$ cat src/rtl/min_heap_priority_queue_assert.svh
// Assertion macros shared by the min-heap priority queue modules.
`ifndef MIN_HEAP_PRIORITY_QUEUE_ASSERT_SVH
`define MIN_HEAP_PRIORITY_QUEUE_ASSERT_SVH
`ifndef ASSERT_OFF
// Same-cycle implication, disabled during reset.
`define MHPQ_ASSERT_IMP(lbl, clk, rst, ante, cons) \
  lbl: assert property (@(posedge clk) disable iff (rst) (ante) |-> (cons)) \
    else $error("mhpq: assertion failed");
// Next-cycle implication, disabled during reset.
`define MHPQ_ASSERT_NXT(lbl, clk, rst, ante, cons) \
  lbl: assert property (@(posedge clk) disable iff (rst) (ante) |=> (cons)) \
    else $error("mhpq: assertion failed");
`else
`define MHPQ_ASSERT_IMP(lbl, clk, rst, ante, cons)
`define MHPQ_ASSERT_NXT(lbl, clk, rst, ante, cons)
`endif
`endif

$ cat src/rtl/mhpq_pkg.sv
// Types and constants shared by the min-heap priority queue modules.
`default_nettype none
package mhpq_pkg;

  localparam int HEAP_DEPTH_DEFAULT = 1024;
  localparam int KEY_W = 32;
  localparam int TAG_W = 32;
  localparam int COUNT_W = 11;
  localparam int STATUS_W = 2;

  localparam logic CMD_PUSH = 1'b0;
  localparam logic CMD_POP = 1'b1;

  localparam logic [STATUS_W-1:0] STATUS_OK = 2'd0;
  localparam logic [STATUS_W-1:0] STATUS_FULL = 2'd1;
  localparam logic [STATUS_W-1:0] STATUS_EMPTY = 2'd2;

  typedef struct packed {
    logic             command;
    logic [KEY_W-1:0] entry_key;
    logic [TAG_W-1:0] entry_tag;
  } in_item_t;

  typedef struct packed {
    logic [STATUS_W-1:0] status;
    logic [KEY_W-1:0]    removed_key;
    logic [TAG_W-1:0]    removed_tag;
    logic                min_valid;
    logic [KEY_W-1:0]    min_key;
    logic [TAG_W-1:0]    min_tag;
    logic [COUNT_W-1:0]  entry_count;
  } out_item_t;

  typedef struct packed {
    logic [KEY_W-1:0] key;
    logic [TAG_W-1:0] tag;
  } entry_t;

  typedef enum logic [3:0] {
    OP_IDLE,
    OP_PUSH_LOAD,
    OP_POP_LOAD,
    OP_REFUSE_FULL,
    OP_REFUSE_EMPTY,
    OP_READ_PARENT,
    OP_MOVE_PARENT,
    OP_PLACE,
    OP_POP_TAKE,
    OP_READ_CHILDREN,
    OP_MOVE_CHILD,
    OP_READ_ROOT,
    OP_OUT_LOAD
  } dp_op_t;

  typedef struct packed {
    logic full;
    logic empty;
    logic at_root;
    logic up_less;
    logic down_leaf;
    logic down_swap;
  } dp_status_t;

  typedef enum logic [2:0] {
    ST_IDLE,
    ST_UP_CHECK,
    ST_UP_CMP,
    ST_POP_LD,
    ST_DOWN_CHECK,
    ST_DOWN_CMP,
    ST_ROOT_RD,
    ST_DONE
  } state_t;

endpackage
`default_nettype wire

$ cat src/rtl/mhpq_ctrl.sv
// Controller state machine that sequences push, pop and sift steps.
`default_nettype none
`include "min_heap_priority_queue_assert.svh"
module mhpq_ctrl (
  input  logic                 clk,
  input  logic                 rst,
  input  logic                 in_valid,
  input  logic                 command,
  output logic                 in_stall,
  output logic                 out_valid,
  input  logic                 out_stall,
  input  mhpq_pkg::dp_status_t dp_status,
  output mhpq_pkg::dp_op_t     op
);

  mhpq_pkg::state_t state;
  mhpq_pkg::state_t state_next;

  always_ff @(posedge clk) begin
    if (rst) begin
      state <= mhpq_pkg::ST_IDLE;
    end else begin
      state <= state_next;
    end
  end

  always_comb begin
    state_next = state;
    op = mhpq_pkg::OP_IDLE;
    unique case (state)
      mhpq_pkg::ST_IDLE: begin
        if (in_valid) begin
          if (command == mhpq_pkg::CMD_PUSH) begin
            if (dp_status.full) begin
              op = mhpq_pkg::OP_REFUSE_FULL;
              state_next = mhpq_pkg::ST_ROOT_RD;
            end else begin
              op = mhpq_pkg::OP_PUSH_LOAD;
              state_next = mhpq_pkg::ST_UP_CHECK;
            end
          end else begin
            if (dp_status.empty) begin
              op = mhpq_pkg::OP_REFUSE_EMPTY;
              state_next = mhpq_pkg::ST_ROOT_RD;
            end else begin
              op = mhpq_pkg::OP_POP_LOAD;
              state_next = mhpq_pkg::ST_POP_LD;
            end
          end
        end
      end
      mhpq_pkg::ST_UP_CHECK: begin
        if (dp_status.at_root) begin
          op = mhpq_pkg::OP_PLACE;
          state_next = mhpq_pkg::ST_ROOT_RD;
        end else begin
          op = mhpq_pkg::OP_READ_PARENT;
          state_next = mhpq_pkg::ST_UP_CMP;
        end
      end
      mhpq_pkg::ST_UP_CMP: begin
        if (dp_status.up_less) begin
          op = mhpq_pkg::OP_MOVE_PARENT;
          state_next = mhpq_pkg::ST_UP_CHECK;
        end else begin
          op = mhpq_pkg::OP_PLACE;
          state_next = mhpq_pkg::ST_ROOT_RD;
        end
      end
      mhpq_pkg::ST_POP_LD: begin
        op = mhpq_pkg::OP_POP_TAKE;
        state_next = mhpq_pkg::ST_DOWN_CHECK;
      end
      mhpq_pkg::ST_DOWN_CHECK: begin
        if (dp_status.down_leaf) begin
          op = mhpq_pkg::OP_PLACE;
          state_next = mhpq_pkg::ST_ROOT_RD;
        end else begin
          op = mhpq_pkg::OP_READ_CHILDREN;
          state_next = mhpq_pkg::ST_DOWN_CMP;
        end
      end
      mhpq_pkg::ST_DOWN_CMP: begin
        if (dp_status.down_swap) begin
          op = mhpq_pkg::OP_MOVE_CHILD;
          state_next = mhpq_pkg::ST_DOWN_CHECK;
        end else begin
          op = mhpq_pkg::OP_PLACE;
          state_next = mhpq_pkg::ST_ROOT_RD;
        end
      end
      mhpq_pkg::ST_ROOT_RD: begin
        op = mhpq_pkg::OP_READ_ROOT;
        state_next = mhpq_pkg::ST_DONE;
      end
      mhpq_pkg::ST_DONE: begin
        if (!out_valid || !out_stall) begin
          op = mhpq_pkg::OP_OUT_LOAD;
          state_next = mhpq_pkg::ST_IDLE;
        end
      end
      default: begin
        state_next = mhpq_pkg::ST_IDLE;
      end
    endcase
  end

  assign in_stall = (state != mhpq_pkg::ST_IDLE);

  always_ff @(posedge clk) begin
    if (rst) begin
      out_valid <= 1'b0;
    end else if (op == mhpq_pkg::OP_OUT_LOAD) begin
      out_valid <= 1'b1;
    end else if (!out_stall) begin
      out_valid <= 1'b0;
    end
  end

  `MHPQ_ASSERT_NXT(a_accept_starts_work, clk, rst, in_valid && !in_stall, state != mhpq_pkg::ST_IDLE)
  `MHPQ_ASSERT_IMP(a_load_needs_room, clk, rst, op == mhpq_pkg::OP_OUT_LOAD, !out_valid || !out_stall)
  `MHPQ_ASSERT_IMP(a_result_from_done, clk, rst, $rose(out_valid), $past(state) == mhpq_pkg::ST_DONE)

endmodule
`default_nettype wire

$ cat config.mk
export PLATFORM = sky130hd
export DESIGN_NAME = mhpq_ctrl
export DESIGN_NICKNAME = d
export VERILOG_FILES = /design/src/rtl/mhpq_pkg.sv /design/src/rtl/mhpq_ctrl.sv
export VERILOG_INCLUDE_DIRS = /design/src /design/src/rtl
export SDC_FILE = /design/constraint.sdc
export NUM_CORES = 1
export LEC_CHECK = 0
export BUFFER_PORTS_ARGS = -buffer_cell sky130_fd_sc_hd__buf_2
export CORE_AREA = 8 8 45 47
export CTS_CLUSTER_SIZE = 8
export DETAILED_ROUTE_END_ITERATION = 10
export DIE_AREA = 0 0 53 55
export GPL_TIMING_DRIVEN = 0
export SYNTH_ARGS = -nofsm -noshare
export SYNTH_HDL_FRONTEND = slang
export SYNTH_SLANG_ARGS = --single-unit
export TNS_END_PERCENT = 1
$ cat constraint.sdc
create_clock -name clk -period 3.5 [get_ports clk]
set_clock_uncertainty 0.05 [all_clocks]
set_input_delay 0.175 -clock clk [delete_from_list [all_inputs] [get_ports clk]]
set_output_delay 0.175 -clock clk [all_outputs]
set_load 0.02 [all_outputs]
# Yosys cells after proc, flatten, opt, wreduce, memory -nomap -nowiden

Index checks and enable logic that the tools add are counted.

Register bits after elaboration: 4

Multiplexer cells: 22
Reduce and logical (&&, ||, !) cells: 6
Equal/unequal tests: 11

Operator list:

| operator             | count |
|---|---|
| $pmux W4 S8          | 1 |
| $mux W3              | 8 |
| $pmux W3 S8          | 1 |
| $mux W4              | 5 |
| $eq A3 B3 Y1 const B | 4 |
| $mux W2              | 4 |
| $eq A3 B2 Y1 const B | 2 |
| $eq A4 B4 Y1 const B | 1 |
| $ne A2 B2 Y1 const B | 2 |
| $eq A3 B1 Y1 const B | 1 |
| $logic_not A3 Y1     | 1 |
| $mux W1              | 3 |
| $reduce_bool A3 Y1   | 1 |
| $logic_not A1 Y1     | 2 |
| $ne A2 B1 Y1 const B | 1 |
| $reduce_and A2 Y1    | 1 |
| $logic_or A1 B1 Y1   | 1 |

# Longest topological paths before layout

Depth after elaboration: 6
Depth in mapped cells: 5

# Worst setup path after synthesis

Ideal clock, no wire load.

Kind: flip-flop to output port
Start: reg state[1]
End: out op[3]
Arrival: 1.299 ns
Required time: 3.275 ns
Stages on the path, launching flop included: 4
Slack: 1.976 ns
Cell sequence: dfxtp_1 buf_2 o22ai_1 a221oi_1

Longest elaborated chain between the ends: 2
Elaborated cells between the ends (all ways): 9
Those cells by class: eq/ne (7); mux (1); reduce/logical (1)

RTL lines:

| what                                 | RTL line        | RTL |
|---|---|---|
| start: declaration                   | mhpq_ctrl.sv:16 | `mhpq_pkg::state_t state;` |
| start signal: assignment             | mhpq_ctrl.sv:21 | `state <= mhpq_pkg::ST_IDLE;` |
| start signal: assignment             | mhpq_ctrl.sv:23 | `state <= state_next;` |
| $eq A3 B3 Y1 (tied with other cells) | mhpq_ctrl.sv:30 | `unique case (state)` |
| $pmux W4 S8 *                        | mhpq_ctrl.sv:30 |  |
| end: declaration                     | mhpq_ctrl.sv:13 | `output mhpq_pkg::dp_op_t op` |

Every way passes the cells marked *; elsewhere a longest branch is shown, timed or not.

# Worst setup path in the final report

Start: reg state[0]
End: out op[2]

Same word-level chain as after synthesis.

==> run summary <==
Post-CTS Resized = 0
Setup_tns = 0 ns
Mean cell area of the mapped netlist = 7.44 µm²
Met2 WL post-DR = 613 µm
Internal Power = 0.000199 W
Total number of vias = 518
DP HPWL = 1010 µm
Vias in the first global route = 482
Top sig layer = met3
Final period util = 50.0%
Adder-cell share of the synthesized area = 0%
Clk_lat worst skew = 0.23 ns
Post-synth EDFFs = 0
Routed met1 length = 575 µm
Initial Utilization = 30.7%
Clk buf depth = 2
CP Launch Type = flip-flop
Most common cell in the netlist = a21oi_1
Post-place setup slack = 2.00 ns
Power Density = 687 mW/mm²
Async SR Flop Fraction = 0%
Routed Antenna Nets = 0
Final Wtd Congestion = 0.855
Worst Tran Pin Value = 0.370 ns
Ys flop type = dfxtp_1
TritonCTS buffer count = 3
WP data required = 3.27 ns
Post-CTS Setup Bufs = 0
Synth top cells by count = 7 x a21oi_1, 4 x dfxtp_1, 4 x nor2_1
Wire length on met3 = 105 µm
Crit Path Category = reg -> out
Vias/cell = 5.63
Clock power frac = 15.0%
Status = completed
WL per Instance = 14.1 µm
Worst-path clk slew = 0.04 ns
DRC Markers = 0
Synthesis warning total = 0
Sw frac = 47.0%
Final WS setup = 1.75 ns
I/O Buffers = 16
GRT overflow = 0
Register area share after synthesis = 18.9%
Worst rel slew slack = 75.3%
CTS tree = yes
Logic pwr share = 66.4%
Cell taking the most area after synthesis = dfxtp_1
DR pass1 iterations = 4
RSZ-0062 raised after global routing = no
Layout cell share with drive strength beyond 1 = 35.5%
Die Area = 0.00292 mm²
Tmin final = 1.75 ns
H-tree Lvls = 1
Initial antenna violation count = 0
Synth top area share = 18.9%
CP Max Fanout = 10
Final hold vios = 0
Net switching power = 0.000176 W
Area of the multi-input gates = 295 µm²
Core footprint = 0.00138 mm²
Iter 0 DRT Violations = 9
Mux cell area share after synthesis = 2.65%
Routed WL = 1290 µm
GRT Total Usage = 9.61%
Fillers = 148
F_max = 572 MHz
P&R area growth vs syn = 28.9%
Num Clock Sinks = 4
First-pass GRT wire length = 2120 µm
# hold bufs at CTS = 0
Nets = 89
Root Buffer = clkbuf_4
Cell count after synthesis = 57
Yosys reg bits = 4
Synthesized Nets = 68
FF/Latch Area = 80.1 µm²
N_diodes = 0
Largest family of logic cells by synthesized area = compound AO/OA/AOI/OAI gates
Max-slew violation count = 0
# setup viols final = 0
Synth Area in Compound Gates = 44.0%
Simple-Gate Fraction of Synth Area = 23.0%
Netlist Area Pre-Place = 424 µm²
Leakage power total = 0.227 nW
Maximum number of pins on one net before global-route repair = 11
Die Ht = 55 µm
Top cells by area, synth = dfxtp_1 19%, a21oi_1 8.3%, buf_6 5.3%, o21a_1 5.3%, nor2b_1 4.4%
Reg power frac = 18.6%
Worst path arrival time = 1.52 ns
CP Capture Type = output pin
Max VDD drop = 0.255 mV
Min-Delay Path Class = in -> reg
Max-Cap Viols = 0
Post-synth cell types = 29
Synth Area in XOR/XNOR = 0%
Die W = 53 µm
Ports placed on the boundary = 17
Rows = 14
## sequential cells by signal, summed over array words and instances, names as in the netlist
register	count
state	3
out_valid	1
## power groups by stage
stage	sequential, W	clock [W]	combinational, W
finish	0.0000700	0.0000562	0.000249
CTS	0.0000697	0.0000595	0.000251
floorplan	0.0000670	0	0.000186
detailed placement	0.0000704	0	0.000250
global placement	0.0000707	0	0.000249
global route	0.0000716	0.0000662	0.000271
## final timing paths
kind / from / endpoint / slack [ns] / cells past startpoint
max: state[0] / op[2] / 1.75 / 5
min: rst / out_valid / 0.14 / 2
max reg2reg: state[0] / state[2] / 2.20 / 5
min reg2reg: out_valid / out_valid / 0.57 / 2
## stage by stage
step / power (W) / instance area, µm² / utilization [%] / std cells / hold WS, ns
after global placement: 0.000320 / 524 / 37.9 / 89 / 0.359
after global routing: 0.000409 / 547 / 39.5 / 92 / 0.134
after floorplan: 0.000253 / 424 / - / 57 / 0.194
after detailed placement: 0.000320 / 524 / 37.9 / 89 / 0.367
after CTS: 0.000380 / 547 / 39.5 / 92 / 0.123
final: 0.000376 / 547 / 39.5 / 92 / 0.136
## metal layers
layer  vias up  global-route usage [%]
met4         0                    1.29
met5         -                       0
met2        18                    16.2
met3         0                    5.08
met1       243                    10.8
li1        257                       -
## placed cells by master (no fill, tap or decap), types with 2 or more instances in the layout
cell,count
or3_1,2
clkbuf_4,3
o21ai_0,2
nand3_1,2
nor2_1,4
a21oi_1,7
inv_1,2
nor2b_1,3
o21a_1,3
dfxtp_1,4
nor4_1,2
buf_2,19
buf_6,2
nand2_1,3
o31ai_1,2
a211oi_1,2
## critical path, stage by stage (launching register included)
cell and delay [ns]:
dfxtp_1 0.31, buf_6 0.13, nor2_1 0.06, a2111oi_2 0.41, o32a_1 0.21, buf_2 0.16
## logic make-up (layout without fill, tap and decap cells)
logic type	Yosys count	count (layout)
AOI/OAI and AO/OA	25	25
muxes	1	1
DFF	4	4
and+or+nand+nor	19	19
buffers and inverters	8	27
## area by class of cell
type                    instances  share of cell area [%]
inverters                       3                    2.06
plain buffers                   5                    6.86
clock buffers                   3                    4.12
repair buffers                 16                    14.6
flip-flops and latches          4                    14.6
well taps                      16                    3.66
multi-input cells              45                    54.0
(Power assumes the default switching activity.)
